[src/rtl/core/three_coloring_conflict_edges_unit_macros.svh]
// ----------------------------------------------------------------------------
// Conflict edge unit assertion macros
// Shorthand for clocked assertions used inside the unit's datapath module.
// ----------------------------------------------------------------------------
`ifndef THREE_COLORING_CONFLICT_EDGES_UNIT_MACROS_SVH
`define THREE_COLORING_CONFLICT_EDGES_UNIT_MACROS_SVH

// Check a consequence in the same cycle as its condition
`define TCCE_ASSERT_SAME(label, ante, cons, msg) \
    label: assert property (@(posedge clk) disable iff (!rst_n) (ante) |-> (cons)) \
        else $error(msg);

// Check a consequence in the cycle after its condition
`define TCCE_ASSERT_NEXT(label, ante, cons, msg) \
    label: assert property (@(posedge clk) disable iff (!rst_n) (ante) |=> (cons)) \
        else $error(msg);

`endif

[src/rtl/core/tcce_pkg.sv]
// ----------------------------------------------------------------------------
// Conflict edge unit package
// Field widths, operation and color codes, and controller interface types.
// ----------------------------------------------------------------------------
package tcce_pkg;

    // Field widths
    localparam int FUNC_W     = 2;
    localparam int VTX_W      = 4;
    localparam int COLOR_W    = 2;
    localparam int COUNT_W    = 7;
    localparam int VC_W       = 5;
    localparam int LIM_W      = 4;
    localparam int CFG_DATA_W = 5;
    localparam int CFG_IDX_W  = 1;

    // Operation codes
    localparam logic [FUNC_W-1:0] FUNC_ADD_EDGE  = 2'd0;
    localparam logic [FUNC_W-1:0] FUNC_SET_COLOR = 2'd1;
    localparam logic [FUNC_W-1:0] FUNC_EVALUATE  = 2'd2;

    // Color codes
    localparam logic [COLOR_W-1:0] COLOR_RED   = 2'd0;
    localparam logic [COLOR_W-1:0] COLOR_BLUE  = 2'd2;
    localparam logic [COLOR_W-1:0] NUM_COLORS  = 2'd3;

    // Register indexes
    localparam logic [CFG_IDX_W-1:0] CFG_VERTEX_COUNT = 1'b0;
    localparam logic [CFG_IDX_W-1:0] CFG_EDGE_LIMIT   = 1'b1;

    // Register reset values and count ceiling
    localparam logic [VC_W-1:0]    VC_RESET  = 5'd16;
    localparam logic [LIM_W-1:0]   LIM_RESET = 4'd8;
    localparam logic [COUNT_W-1:0] COUNT_MAX = 7'd127;

    // Commands from controller to datapath
    typedef struct packed {
        logic clear_step;
        logic edge_write;
        logic color_write;
        logic scan_init;
        logic scan_step;
        logic emit_single;
        logic emit_edge;
    } ctl_cmd_t;

    // Status from datapath to controller
    typedef struct packed {
        logic clear_done;
        logic scan_last;
        logic list_ok;
        logic emit_last;
    } ctl_sts_t;

endpackage

[src/rtl/core/tcce_ctrl.sv]
// ----------------------------------------------------------------------------
// Conflict edge unit controller
// Sequences memory clearing, request decode, the pair scan and result output.
// ----------------------------------------------------------------------------
module tcce_ctrl
(
    input  logic                       clk,
    input  logic                       rst_n,
    input  logic                       start,
    input  logic [tcce_pkg::FUNC_W-1:0] func,
    input  tcce_pkg::ctl_sts_t         sts,
    output tcce_pkg::ctl_cmd_t         cmd,
    output logic                       busy
);
    import tcce_pkg::*;

    typedef enum logic [5:0] {
        ST_CLEAR  = 6'b000001,
        ST_IDLE   = 6'b000010,
        ST_SCAN   = 6'b000100,
        ST_DRAIN  = 6'b001000,
        ST_DECIDE = 6'b010000,
        ST_EMIT   = 6'b100000
    } state_t;

    state_t state_reg;
    state_t state_next;
    logic   accept;

    // Take a request only when idle
    assign accept = start && (state_reg == ST_IDLE);
    assign busy   = (state_reg != ST_IDLE);

    // Decode commands
    always_comb
    begin
        cmd             = '0;
        cmd.clear_step  = (state_reg == ST_CLEAR);
        cmd.edge_write  = accept && (func == FUNC_ADD_EDGE);
        cmd.color_write = accept && (func == FUNC_SET_COLOR);
        cmd.scan_init   = accept && (func == FUNC_EVALUATE);
        cmd.scan_step   = (state_reg == ST_SCAN);
        cmd.emit_single = (state_reg == ST_DECIDE) && !sts.list_ok;
        cmd.emit_edge   = (state_reg == ST_EMIT);
    end

    // Advance the sequence
    always_comb
    begin
        state_next = state_reg;
        unique case (state_reg)
            ST_CLEAR:
            begin
                if (sts.clear_done)
                    state_next = ST_IDLE;
            end
            ST_IDLE:
            begin
                if (cmd.scan_init)
                    state_next = ST_SCAN;
            end
            ST_SCAN:
            begin
                if (sts.scan_last)
                    state_next = ST_DRAIN;
            end
            ST_DRAIN:
            begin
                state_next = ST_DECIDE;
            end
            ST_DECIDE:
            begin
                state_next = sts.list_ok ? ST_EMIT : ST_IDLE;
            end
            ST_EMIT:
            begin
                if (sts.emit_last)
                    state_next = ST_IDLE;
            end
            default:
            begin
                state_next = ST_IDLE;
            end
        endcase
    end

    // Hold state
    always_ff @(posedge clk or negedge rst_n)
    begin
        if (!rst_n)
            state_reg <= ST_CLEAR;
        else
            state_reg <= state_next;
    end

endmodule

[src/rtl/core/tcce_dpath.sv]
// ----------------------------------------------------------------------------
// Conflict edge unit datapath
// Adjacency and color memories, pair scan pointer, edge list and result regs.
// ----------------------------------------------------------------------------
`include "three_coloring_conflict_edges_unit_macros.svh"

module tcce_dpath
#(
    parameter int MAX_VERTICES     = 16,
    parameter int MAX_LISTED_EDGES = 8
)
(
    input  logic                            clk,
    input  logic                            rst_n,
    input  tcce_pkg::ctl_cmd_t              cmd,
    output tcce_pkg::ctl_sts_t              sts,
    input  logic                            cfg_we,
    input  logic [tcce_pkg::CFG_IDX_W-1:0]  cfg_index,
    input  logic [tcce_pkg::CFG_DATA_W-1:0] cfg_data,
    input  logic [tcce_pkg::VTX_W-1:0]      vertex_a,
    input  logic [tcce_pkg::VTX_W-1:0]      vertex_b,
    input  logic [tcce_pkg::COLOR_W-1:0]    color_in,
    output logic [tcce_pkg::VTX_W-1:0]      edge_first,
    output logic [tcce_pkg::VTX_W-1:0]      edge_second,
    output logic                            edge_valid,
    output logic                            rejected,
    output logic [tcce_pkg::COUNT_W-1:0]    conflict_count,
    output logic                            last,
    output logic                            result_strobe
);
    import tcce_pkg::*;

    localparam int VW = $clog2(MAX_VERTICES);
    localparam int CW = $clog2(MAX_VERTICES + 1) + 1;
    localparam int LW = (MAX_LISTED_EDGES > 1) ? $clog2(MAX_LISTED_EDGES) : 1;

    // Configuration registers
    logic [VC_W-1:0]  vertex_count_reg;
    logic [LIM_W-1:0] edge_limit_reg;

    // Memories
    logic [MAX_VERTICES-1:0] adj_mem   [MAX_VERTICES];
    logic [COLOR_W-1:0]      color_mem [MAX_VERTICES];
    logic [2*VTX_W-1:0]      list_mem  [MAX_LISTED_EDGES];

    // Clearing pointer
    logic [VW-1:0] clr_ptr_reg;

    // Scan pointer
    logic [COLOR_W-1:0] col_reg;
    logic [CW-1:0]      pi_reg;
    logic [CW-1:0]      pj_reg;
    logic [CW-1:0]      n_reg;
    logic [CW-1:0]      n_sat;
    logic               issue;

    // Read stage
    logic                    s1_valid_reg;
    logic                    s1_valid_next;
    logic [COLOR_W-1:0]      s1_col_reg;
    logic [VW-1:0]           s1_i_reg;
    logic [VW-1:0]           s1_j_reg;
    logic [MAX_VERTICES-1:0] row_q;
    logic [COLOR_W-1:0]      ci_q;
    logic [COLOR_W-1:0]      cj_q;
    logic                    hit;

    // Count and listing
    logic [COUNT_W-1:0] count_reg;
    logic [COUNT_W-1:0] lim;
    logic [LW-1:0]      k_reg;

    // Request decode
    logic          a_ok;
    logic          b_ok;
    logic [VW-1:0] a_idx;
    logic [VW-1:0] b_idx;
    logic [VW-1:0] lo_idx;
    logic [VW-1:0] hi_idx;

    // Result registers
    logic [VTX_W-1:0]   edge_first_reg;
    logic [VTX_W-1:0]   edge_second_reg;
    logic               edge_valid_reg;
    logic               rejected_reg;
    logic [COUNT_W-1:0] conflict_count_reg;
    logic               last_reg;
    logic               result_strobe_reg;

    // Write configuration registers
    always_ff @(posedge clk or negedge rst_n)
    begin
        if (!rst_n)
        begin
            vertex_count_reg <= VC_RESET;
            edge_limit_reg   <= LIM_RESET;
        end
        else if (cfg_we)
        begin
            unique case (cfg_index)
                CFG_VERTEX_COUNT: vertex_count_reg <= cfg_data[VC_W-1:0];
                CFG_EDGE_LIMIT:   edge_limit_reg   <= cfg_data[LIM_W-1:0];
                default:          ;
            endcase
        end
    end

    // Saturate vertex count and edge limit
    assign n_sat = (32'(vertex_count_reg) > 32'(MAX_VERTICES)) ? CW'(MAX_VERTICES)
                                                                : CW'(vertex_count_reg);
    assign lim   = (32'(edge_limit_reg) > 32'(MAX_LISTED_EDGES)) ? COUNT_W'(MAX_LISTED_EDGES)
                                                                   : COUNT_W'(edge_limit_reg);

    // Decode request vertices
    assign a_ok   = (32'(vertex_a) < 32'(MAX_VERTICES));
    assign b_ok   = (32'(vertex_b) < 32'(MAX_VERTICES));
    assign a_idx  = VW'(vertex_a);
    assign b_idx  = VW'(vertex_b);
    assign lo_idx = (a_idx < b_idx) ? a_idx : b_idx;
    assign hi_idx = (a_idx < b_idx) ? b_idx : a_idx;

    // Sweep the memories once after reset
    always_ff @(posedge clk or negedge rst_n)
    begin
        if (!rst_n)
            clr_ptr_reg <= '0;
        else if (cmd.clear_step)
            clr_ptr_reg <= clr_ptr_reg + 1'b1;
    end

    // Write and read adjacency and colors; only the upper triangle is kept
    always_ff @(posedge clk)
    begin
        if (cmd.clear_step)
        begin
            adj_mem[clr_ptr_reg]   <= '0;
            color_mem[clr_ptr_reg] <= COLOR_RED;
        end
        else
        begin
            if (cmd.edge_write && a_ok && b_ok && (a_idx != b_idx))
                adj_mem[lo_idx][hi_idx] <= 1'b1;
            if (cmd.color_write && a_ok && (color_in < NUM_COLORS))
                color_mem[a_idx] <= color_in;
        end
        row_q <= adj_mem[pi_reg[VW-1:0]];
        ci_q  <= color_mem[pi_reg[VW-1:0]];
        cj_q  <= color_mem[pj_reg[VW-1:0]];
    end

    // Walk colors, then i, then j above i
    assign issue = (pj_reg < n_reg);

    always_ff @(posedge clk)
    begin
        if (cmd.scan_init)
        begin
            col_reg <= COLOR_RED;
            pi_reg  <= '0;
            pj_reg  <= CW'(1);
            n_reg   <= n_sat;
        end
        else if (cmd.scan_step)
        begin
            priority if (pj_reg + CW'(1) < n_reg)
            begin
                pj_reg <= pj_reg + CW'(1);
            end
            else if (pi_reg + CW'(2) < n_reg)
            begin
                pi_reg <= pi_reg + CW'(1);
                pj_reg <= pi_reg + CW'(2);
            end
            else
            begin
                col_reg <= col_reg + 1'b1;
                pi_reg  <= '0;
                pj_reg  <= CW'(1);
            end
        end
    end

    // Track the pair whose memory data arrives next cycle
    assign s1_valid_next = cmd.scan_step && issue;

    always_ff @(posedge clk or negedge rst_n)
    begin
        if (!rst_n)
            s1_valid_reg <= 1'b0;
        else
            s1_valid_reg <= s1_valid_next;
    end

    always_ff @(posedge clk)
    begin
        s1_col_reg <= col_reg;
        s1_i_reg   <= pi_reg[VW-1:0];
        s1_j_reg   <= pj_reg[VW-1:0];
    end

    // Detect a monochromatic edge
    assign hit = s1_valid_reg && (ci_q == s1_col_reg) && (cj_q == s1_col_reg)
                 && row_q[s1_j_reg];

    // Count conflicts and step the output index
    always_ff @(posedge clk)
    begin
        if (cmd.scan_init)
        begin
            count_reg <= '0;
            k_reg     <= '0;
        end
        else
        begin
            if (hit && (count_reg != COUNT_MAX))
                count_reg <= count_reg + 1'b1;
            if (cmd.emit_edge)
                k_reg <= k_reg + 1'b1;
        end
    end

    // Store the first edges and read them back for output
    always_ff @(posedge clk)
    begin
        if (hit && (count_reg < COUNT_W'(MAX_LISTED_EDGES)))
            list_mem[count_reg[LW-1:0]] <= {VTX_W'(s1_i_reg), VTX_W'(s1_j_reg)};
        if (cmd.emit_edge)
            {edge_first_reg, edge_second_reg} <= list_mem[k_reg];
        else if (cmd.emit_single)
            {edge_first_reg, edge_second_reg} <= '0;
    end

    // Load result fields
    always_ff @(posedge clk)
    begin
        if (cmd.emit_edge || cmd.emit_single)
        begin
            edge_valid_reg     <= cmd.emit_edge;
            rejected_reg       <= cmd.emit_single && (count_reg > lim);
            conflict_count_reg <= count_reg;
            last_reg           <= cmd.emit_single || sts.emit_last;
        end
    end

    // Mark each result for one cycle
    always_ff @(posedge clk or negedge rst_n)
    begin
        if (!rst_n)
            result_strobe_reg <= 1'b0;
        else
            result_strobe_reg <= cmd.emit_edge || cmd.emit_single;
    end

    // Report status
    assign sts.clear_done = (clr_ptr_reg == VW'(MAX_VERTICES - 1));
    assign sts.scan_last  = (pj_reg + CW'(1) >= n_reg) && (pi_reg + CW'(2) >= n_reg)
                            && (col_reg == COLOR_BLUE);
    assign sts.list_ok    = (count_reg != '0) && (count_reg <= lim);
    assign sts.emit_last  = (COUNT_W'(k_reg) + 1'b1 == count_reg);

    assign edge_first     = edge_first_reg;
    assign edge_second    = edge_second_reg;
    assign edge_valid     = edge_valid_reg;
    assign rejected       = rejected_reg;
    assign conflict_count = conflict_count_reg;
    assign last           = last_reg;
    assign result_strobe  = result_strobe_reg;

    // A listing runs without gaps up to its last result
    `TCCE_ASSERT_NEXT(a_list_contig, result_strobe_reg && !last_reg, result_strobe_reg, "listing broke off before last result")

    // Listed edges only come from an accepted evaluation
    `TCCE_ASSERT_SAME(a_list_bounded, result_strobe_reg && edge_valid_reg, !rejected_reg && (conflict_count_reg <= COUNT_W'(MAX_LISTED_EDGES)), "edge listed beyond accepted count")

    // No scan pair is in flight once results go out
    `TCCE_ASSERT_SAME(a_scan_drained, cmd.emit_single || cmd.emit_edge, !s1_valid_reg && !cmd.scan_step, "result emitted with scan still active")

    // Each hit below the ceiling adds exactly one to the count
    `TCCE_ASSERT_NEXT(a_hit_counts, hit && (count_reg != COUNT_MAX) && !cmd.scan_init, count_reg == $past(count_reg) + 1'b1, "conflict count missed a hit")

endmodule

[src/rtl/core/three_coloring_conflict_edges_unit.sv]
// ----------------------------------------------------------------------------
// Three-coloring conflict edge unit
// Keeps an undirected graph and a color per vertex and, on an evaluate
// request, lists the edges whose two ends share a color, red pairs first,
// then green, then blue, each in ascending (i, j) order with i < j. When
// the conflict count exceeds the edge limit, one rejected result is given
// instead; with no conflicts, one empty result is given. After reset the
// unit clears its memories with busy high. An add edge or set color
// request leaves busy low. An evaluate request keeps busy high through the
// scan and the result output; the scan reads one vertex pair per cycle
// from the color and adjacency memories. Results appear on result_strobe
// for one cycle each, back to back, and cannot be held off; each result
// leaves the cycle after it is issued, so the final one is on the ports in
// the first cycle that busy is low again.
// ----------------------------------------------------------------------------
module three_coloring_conflict_edges_unit
#(
    parameter int MAX_VERTICES     = 16,
    parameter int MAX_LISTED_EDGES = 8
)
(
    input  logic                            clk,
    input  logic                            rst_n,
    input  logic                            start,
    output logic                            busy,
    input  logic [tcce_pkg::FUNC_W-1:0]     func,
    input  logic [tcce_pkg::VTX_W-1:0]      vertex_a,
    input  logic [tcce_pkg::VTX_W-1:0]      vertex_b,
    input  logic [tcce_pkg::COLOR_W-1:0]    color_in,
    input  logic                            cfg_we,
    input  logic [tcce_pkg::CFG_IDX_W-1:0]  cfg_index,
    input  logic [tcce_pkg::CFG_DATA_W-1:0] cfg_data,
    output logic                            result_strobe,
    output logic [tcce_pkg::VTX_W-1:0]      edge_first,
    output logic [tcce_pkg::VTX_W-1:0]      edge_second,
    output logic                            edge_valid,
    output logic                            rejected,
    output logic [tcce_pkg::COUNT_W-1:0]    conflict_count,
    output logic                            last
);
    import tcce_pkg::*;

    ctl_cmd_t cmd;
    ctl_sts_t sts;

    // Sequence requests
    tcce_ctrl u_ctrl
    (
        .clk   (clk),
        .rst_n (rst_n),
        .start (start),
        .func  (func),
        .sts   (sts),
        .cmd   (cmd),
        .busy  (busy)
    );

    // Hold the graph and produce results
    tcce_dpath
    #(
        .MAX_VERTICES     (MAX_VERTICES),
        .MAX_LISTED_EDGES (MAX_LISTED_EDGES)
    )
    u_dpath
    (
        .clk            (clk),
        .rst_n          (rst_n),
        .cmd            (cmd),
        .sts            (sts),
        .cfg_we         (cfg_we),
        .cfg_index      (cfg_index),
        .cfg_data       (cfg_data),
        .vertex_a       (vertex_a),
        .vertex_b       (vertex_b),
        .color_in       (color_in),
        .edge_first     (edge_first),
        .edge_second    (edge_second),
        .edge_valid     (edge_valid),
        .rejected       (rejected),
        .conflict_count (conflict_count),
        .last           (last),
        .result_strobe  (result_strobe)
    );

endmodule
[config.mk]
export PLATFORM = sky130hd
export DESIGN_NAME = three_coloring_conflict_edges_unit
export DESIGN_NICKNAME = d
export VERILOG_FILES = /design/src/rtl/core/tcce_pkg.sv /design/src/rtl/core/tcce_ctrl.sv /design/src/rtl/core/tcce_dpath.sv /design/src/rtl/core/three_coloring_conflict_edges_unit.sv
export VERILOG_INCLUDE_DIRS = /design/src /design/src/rtl/core
export SDC_FILE = /design/constraint.sdc
export NUM_CORES = 1
export LEC_CHECK = 0
export ABC_CLOCK_PERIOD_IN_PS = 8130
export BUFFER_PORTS_ARGS = -buffer_cell sky130_fd_sc_hd__buf_2
export CAP_MARGIN = 30
export CORE_AREA = 3 3 204 206
export DETAILED_ROUTE_END_ITERATION = 10
export DIE_AREA = 0 0 207 209
export GPL_TIMING_DRIVEN = 0
export PLACE_DENSITY = 0.65
export SYNTH_ARGS = -nofsm -noshare
export SYNTH_HDL_FRONTEND = slang
export SYNTH_SLANG_ARGS = --single-unit
[constraint.sdc]
create_clock -name clk -period 8.13 [get_ports clk]
set_input_delay 0.4065 -clock clk [delete_from_list [all_inputs] [get_ports clk]]
set_output_delay 0.4065 -clock clk [all_outputs]
set_load 0.02 [all_outputs]
Yosys cells after proc, flatten, opt, wreduce, memory -nomap -nowiden

Memory sizes are Yosys's and may differ from the RTL's. A register that Yosys moved wholly into a read port is not among the register bits.
Index checks and enable logic that the tools add are counted.

Mux-type cells: 37
Magnitude comparators: 15
$mul: 0
Add/sub/neg operators: 8
Shifts and indexed selects: 0
Equality and inequality tests: 20
Bitwise operators: 3
Reduce and logical (&&, ||, !) cells: 31
Divide/modulo/power cells: 0

Operators with widths:

| kind                  | number |
|---|---|
| $mux W16              | 3 |
| $mux W6               | 8 |
| $pmux W6 S6           | 1 |
| $mux W4               | 8 |
| $logic_and A1 B1 Y1   | 18 |
| $lt A6 B6 Y1          | 3 |
| $reduce_or A16 Y1     | 1 |
| $add A6 B1 Y6 const B | 2 |
| $ge A6 B6 Y1          | 2 |
| $mux W1               | 12 |
| $lt A4 B5 Y1 const B  | 2 |
| $add A7 B1 Y7 const B | 1 |
| $eq A7 B7 Y1          | 1 |
| $gt A7 B7 Y1          | 1 |
| $le A7 B7 Y1          | 1 |
| $lt A7 B4 Y1 const B  | 1 |
| $ne A7 B7 Y1 const B  | 1 |
| $reduce_bool A7 Y1    | 1 |
| $add A6 B2 Y6 const B | 1 |
| $eq A6 B1 Y1 const B  | 1 |
| $eq A6 B2 Y1 const B  | 1 |
| $eq A6 B3 Y1 const B  | 1 |
| $eq A6 B4 Y1 const B  | 1 |
| $eq A6 B5 Y1 const B  | 1 |
| 31 further kinds      | 41 |

Logic and storage cells: 139
Bits in latches: 0
Memory bits (writable): 352
Memory bits (read-only): 0
Memories kept: 3
Output and inout port bits: 20
Bits in registers: 79
Bits of input ports: 22

Memory list:

| name              | depth | width | rd ports | clocked after memory_dff | write ports | RTL line         | source |
|---|---|---|---|---|---|---|---|
| u_dpath.adj_mem   | 16    | 16    | 1        | 1                        | 1           | tcce_dpath.sv:42 | `logic [MAX_VERTICES-1:0] adj_mem [MAX_VERTICES];` |
| u_dpath.list_mem  | 8     | 8     | 1        | 1                        | 1           | tcce_dpath.sv:44 | `logic [2*VTX_W-1:0] list_mem [MAX_LISTED_EDGES];` |
| u_dpath.color_mem | 16    | 2     | 2        | 2                        | 1           | tcce_dpath.sv:43 | `logic [COLOR_W-1:0] color_mem [MAX_VERTICES];` |

Logic depth before layout (Yosys ltp)

Depth after elaboration: 9
Gate-level depth with buffers: 10
Gate-level depth less buffers: 9

Cells and area by module

A second synthesis with hierarchy kept.

Cells, all modules: 1325
Area, all modules: 19782.7 um^2

Modules (own cells, without submodules):

| module     | cells an instance | times used | sequential area each (um^2) | area each (um^2) |
|---|---|---|---|---|
| tcce_dpath | 1290              | 1          | 12779.8                     | 19397.4 |
| tcce_ctrl  | 35                | 1          | 151.4                       | 385.4 |

Least setup slack after synthesis

OpenSTA, ideal clock, no wires.

Path kind: input -> register
Start: in vertex_b[2] (netlist bit)
End: mem u_dpath.adj_mem[10][10] (enable)
Arrival: 3985 ps
Path buffers: 2
Stages on the path: 9
Library setup time: 299 ps
Required time: 7831 ps
Slack: 3846 ps
Path through: inv_1 -> ha_1 -> nor2b_1 -> and3_1 -> nor4_4 -> buf_2 -> a31oi_2 -> buf_2 -> nor2_1

Word-level cells in the longest chain between the ends: 9
Elaborated cells between the ends (all ways): 16
Those cells by class: order compare: 3; eq/ne: 1; mux: 9; reduce/logical: 3

Ends and longest elaborated chain:

| item                                                               | RTL line                                 | source |
|---|---|---|
| start, declared                                                    | three_coloring_conflict_edges_unit.sv:28 | `input logic [tcce_pkg::VTX_W-1:0] vertex_b,` |
| $lt A4 B4 Y1                                                       | tcce_dpath.sv:119, tcce_dpath.sv:120     |  |
| $mux W4                                                            | tcce_dpath.sv:120                        | `assign hi_idx = (a_idx < b_idx) ? b_idx : a_idx;` |
| $lt A4 B5 Y1 (not written as such) or $ge A4 B1 Y1 (tied branches) | tcce_dpath.sv:142                        | `adj_mem[lo_idx][hi_idx] <= 1'b1;` |
| $logic_and A1 B1 Y1 (not written as such)                          | tcce_dpath.sv:142                        |  |
| $mux W1 (not written as such)                                      | tcce_dpath.sv:142                        |  |
| $demux W1 S4                                                       | --                                       |  |
| $mux W16 (not written as such)                                     | tcce_dpath.sv:142                        |  |
| $reduce_or A16 Y1 (no source line)                                 | --                                       |  |
| $mux W4 (no source line) or $mux W16 (tied branches)               | --                                       |  |
| end, declared                                                      | tcce_dpath.sv:42                         |  |

Parallel ways exist; a longest one is shown, timed or not.

Final worst setup path

Start: reg u_dpath.pi_reg[1]
End: reg u_dpath.col_reg[1]

Word-level cells in the longest chain between the ends: 4

Ends and longest elaborated chain:

| item                               | RTL line          | source |
|---|---|---|
| start, declared                    | tcce_dpath.sv:51  | `logic [CW-1:0] pi_reg;` |
| start signal, assigned             | tcce_dpath.sv:171 | `pi_reg <= pi_reg + CW'(1);` |
| $add A6 B2 Y6                      | tcce_dpath.sv:169 | `else if (pi_reg + CW'(2) < n_reg)` |
| $lt A6 B6 Y1                       | tcce_dpath.sv:169 |  |
| $not A1 Y1 (no source line)        | --                |  |
| $reduce_and A3 Y1 (no source line) | --                |  |
| end signal, assigned               | tcce_dpath.sv:176 | `col_reg <= col_reg + 1'b1;` |
| end, declared                      | tcce_dpath.sv:50  | `logic [COLOR_W-1:0] col_reg;` |

No other way between the ends.
A chain may end at the register's enable or synchronous reset.

==> results.py <==
metrics = {
    "outcome": {
        "status": "complete, no violations",
    },
    "logic_synthesis": {
        "synth_fp_nets": 1394,
        "postSynth.asyncResetShare_pct": 4.636,
        "synth_edf_count": 375,
        "synth.distinct_cells": 63,
        "synthCells": 1339,
        "synth_area_mm2": 0.01986,
        "synth_seq_cells": 453,
        "ys.flop_type": "edfxtp_1",
        "avgSynthCellArea_um2": 14.83,
        "ys_warn_count": 0,
        "ys_seq_area_share_pct": 65.10,
    },
    "layout": {
        "layout.nets": 1500,
        "diodes": 0,
        "final_cell_mix": "edfxtp_1 (375), nor2_1 (306), mux4_2 (116), buf_2 (71), clkbuf_1 (58)",
        "largest_reg_flops": 256,
        "fin_util_pct": 56.47,
        "n_fill_cell": 3196,
        "regMostFlops": "u_dpath.adj_mem",
        "mostFrequentLayoutCell": "edfxtp_1",
        "final_cell_area_mm2": 0.02249,
        "layout-drive-gt1-share_pct": 21.31,
        "multi_input_area_mm2": 0.006514,
        "syn2layout_area_growth_pct": 13.21,
        "register_area_mm2": 0.01293,
    },
    "timing": {
        "setup_tns_ns": 0,
        "hold_viol_final": 0,
        "rsz0062_at_grt": "false",
        "finalClockSkew_ns": 0.01743,
        "fin_crit_sh_pct": 48.14,
        "max_freq_ghz": 0.2555,
        "setup_viol": 0,
        "worstMarginPinSlew_ns": 0.9370,
        "hold_slack_ns": 0.08658,
        "drv_slew": 0,
        "period_needed_ns": 3.914,
        "relSlewSlack_pct": 37.24,
    },
    "floorplanning": {
        "die_area_mm2": 0.04326,
        "chipWidth_um": 207,
        "die_h_um": 209,
        "start_util_pct": 49.88,
        "rows": 73,
        "core_area_mm2": 0.03982,
        "ios": 42,
    },
    "place": {
        "place_area_mm2": 0.02094,
        "gp_congestion": 0.8417,
        "post-dp-hpwl_um": 30060,
        "portBuffers": 41,
    },
    "clock_network": {
        "numCtsBuffers": 46,
        "htreeDepth": 2,
        "root_buffer": "clkbuf_16",
        "cts_setup_buffers": 0,
        "cts_buffer_depth": 3,
        "cts.sinks": 453,
        "cts_tree": "yes",
        "cts_resized": 0,
        "holdBufCountCts": 1,
        "clkLatencyLatePin_ns": 0.56,
        "clkTransAtPathRegs_ns": 0.06,
    },
    "critical_path": {
        "criticalPathCategory": "register to register",
        "cp_data_required_time_ns": 8.58,
        "critPathArrivalTime_ns": 4.37,
        "start_kind": "register",
        "cp_max_fo": 10,
        "crit_path_end_kind": "register",
    },
    "drt": {
        "vias": 11550,
        "drc": 0,
        "drt_wl_total_um": 43780,
        "drt_iter0_markers": 930,
        "wl_per_cell_um": 21.80,
        "dr.pass1.iters": 5,
        "viasPerCell": 5.752,
        "ant_nets": 0,
    },
    "min_path": {
        "hold_class": "input port to register",
    },
    "pwr": {
        "leakagePower_uw": 0.007013,
        "vdd_drop_max_mv": 0.2077,
        "p_per_area_mw_per_mm2": 223.8,
    },
    "grt": {
        "grt_overflow": 0,
        "grt_pass1_wl_um": 67660,
        "grt_pass1_vias": 11670,
        "grt_max_degree": 162,
        "grt_usage_pct": 20.13,
        "antenna_found_initial": 0,
    },
    "job": {
        "maxCapViolCount": 0,
    },
}
## report_power, final
part	leakage, uW	internal, uW	switching (uW)
clock network	0.000750	1230	865
registers	0.00393	2550	36.0
logic	0.00234	154	200
total	0.00701	3930	1100
## layout make-up
class,instances,share of cell area (%)
Tap cell,525,2.921
Buffer,85,1.641
Clock buffer,71,6.310
Timing Repair Buffer,58,1.758
Clock inverter,15,0.4451
Sequential cell,453,57.51
Inverter,27,0.4507
Multi-Input combinational cell,774,28.97
## final timing paths
check	start	to	cells past startpoint	slack, ns
max	u_dpath.pi_reg[1]$_SDFFE_PP0P_	u_dpath.col_reg[1]$_SDFFE_PP0P_	9	4.22
min	cfg_data[4]	u_dpath.vertex_count_reg[4]$_DFFE_PN1P_	2	0.09
max reg2reg	u_dpath.pi_reg[1]$_SDFFE_PP0P_	u_dpath.col_reg[1]$_SDFFE_PP0P_	9	4.22
min reg2reg	u_dpath.col_reg[1]$_SDFFE_PP0P_	u_dpath.s1_col_reg[1]$_DFF_P_	0	0.37
max in group asynchronous	rst_n	u_ctrl.state_reg[0]$_DFFE_PN1P_	2	7.41
min in group asynchronous	rst_n	u_dpath.clr_ptr_reg[0]$_DFFE_PN0N_	2	0.36
## critical path, cell delays in order (launching register included)
cell,delay [ns]
dfxtp_1,0.49
buf_1,0.67
buf_1,0.64
nand3_1,0.18
xnor2_1,0.21
ha_1,0.31
nand3_1,0.10
o211ai_1,0.55
nand3_1,0.33
a31o_2,0.32
## synth_stat cells, types with 3 or more instances
master,n,area [um^2]
and3_1,9,56.30
o21a_1,4,30.03
nor4_1,11,68.82
edfxtp_1,375,11260
ha_1,33,412.9
xnor2_1,10,87.58
mux2_2,12,135.1
nand4b_1,3,26.28
buf_2,29,145.1
dfxtp_1,57,1141
a22oi_1,4,30.03
a21o_1,4,30.03
nor4b_1,3,26.28
nor2_1,306,1149
buf_1,8,30.03
xor2_1,8,70.07
o21ai_0,10,50.05
mux2i_1,30,300.3
a31oi_2,15,187.7
and2_1,3,18.77
o221ai_1,3,26.28
nand3_1,21,105.1
clkbuf_1,47,176.4
dfrtp_1,18,450.4
mux4_2,116,2613
or3_1,3,18.77
a31oi_1,14,87.58
dfstp_2,3,78.83
a21oi_1,18,90.09
nor2b_1,12,75.07
inv_1,27,101.4
nor3b_1,3,22.52
nand2_1,48,180.2
nor3_1,20,100.1
o211ai_1,3,22.52
nand2b_1,8,50.05
a41oi_1,8,70.07
## kinds of logic after synthesis
logic type | share of synthesized area, %
adder cells (fa/ha/maj) | 2.079
AO/OA/AOI/OAI | 4.120
multiplexers | 15.34
AND/OR/NAND/NOR | 10.24
flip-flops | 65.10
XOR/XNOR | 0.7937
buffers and inverters | 2.318
## through the flow
stage          worst slack, ns  total power (uW)  cells
6_report                 4.216              5033   2008
2_1_floorplan            3.846              2870   1339
3_5_place_dp             4.169              2986   1920
3_3_place_gp             1.545              2974   1905
5_1_grt                  3.945              5208   2008
4_1_cts                  4.139              5074   2007
## routing by layer
layer	up-vias	share of wire (%)	wire length, um	GRT usage (%)
li1	5299	-	-	-
met5	-	0	0	0
met3	76	4.4	1936	2.837
met1	5882	42	18310	27.03
met2	293	51	22490	34.54
met4	0	2.4	1050	5.946
Note: power is estimated with default switching activity, not from simulation.
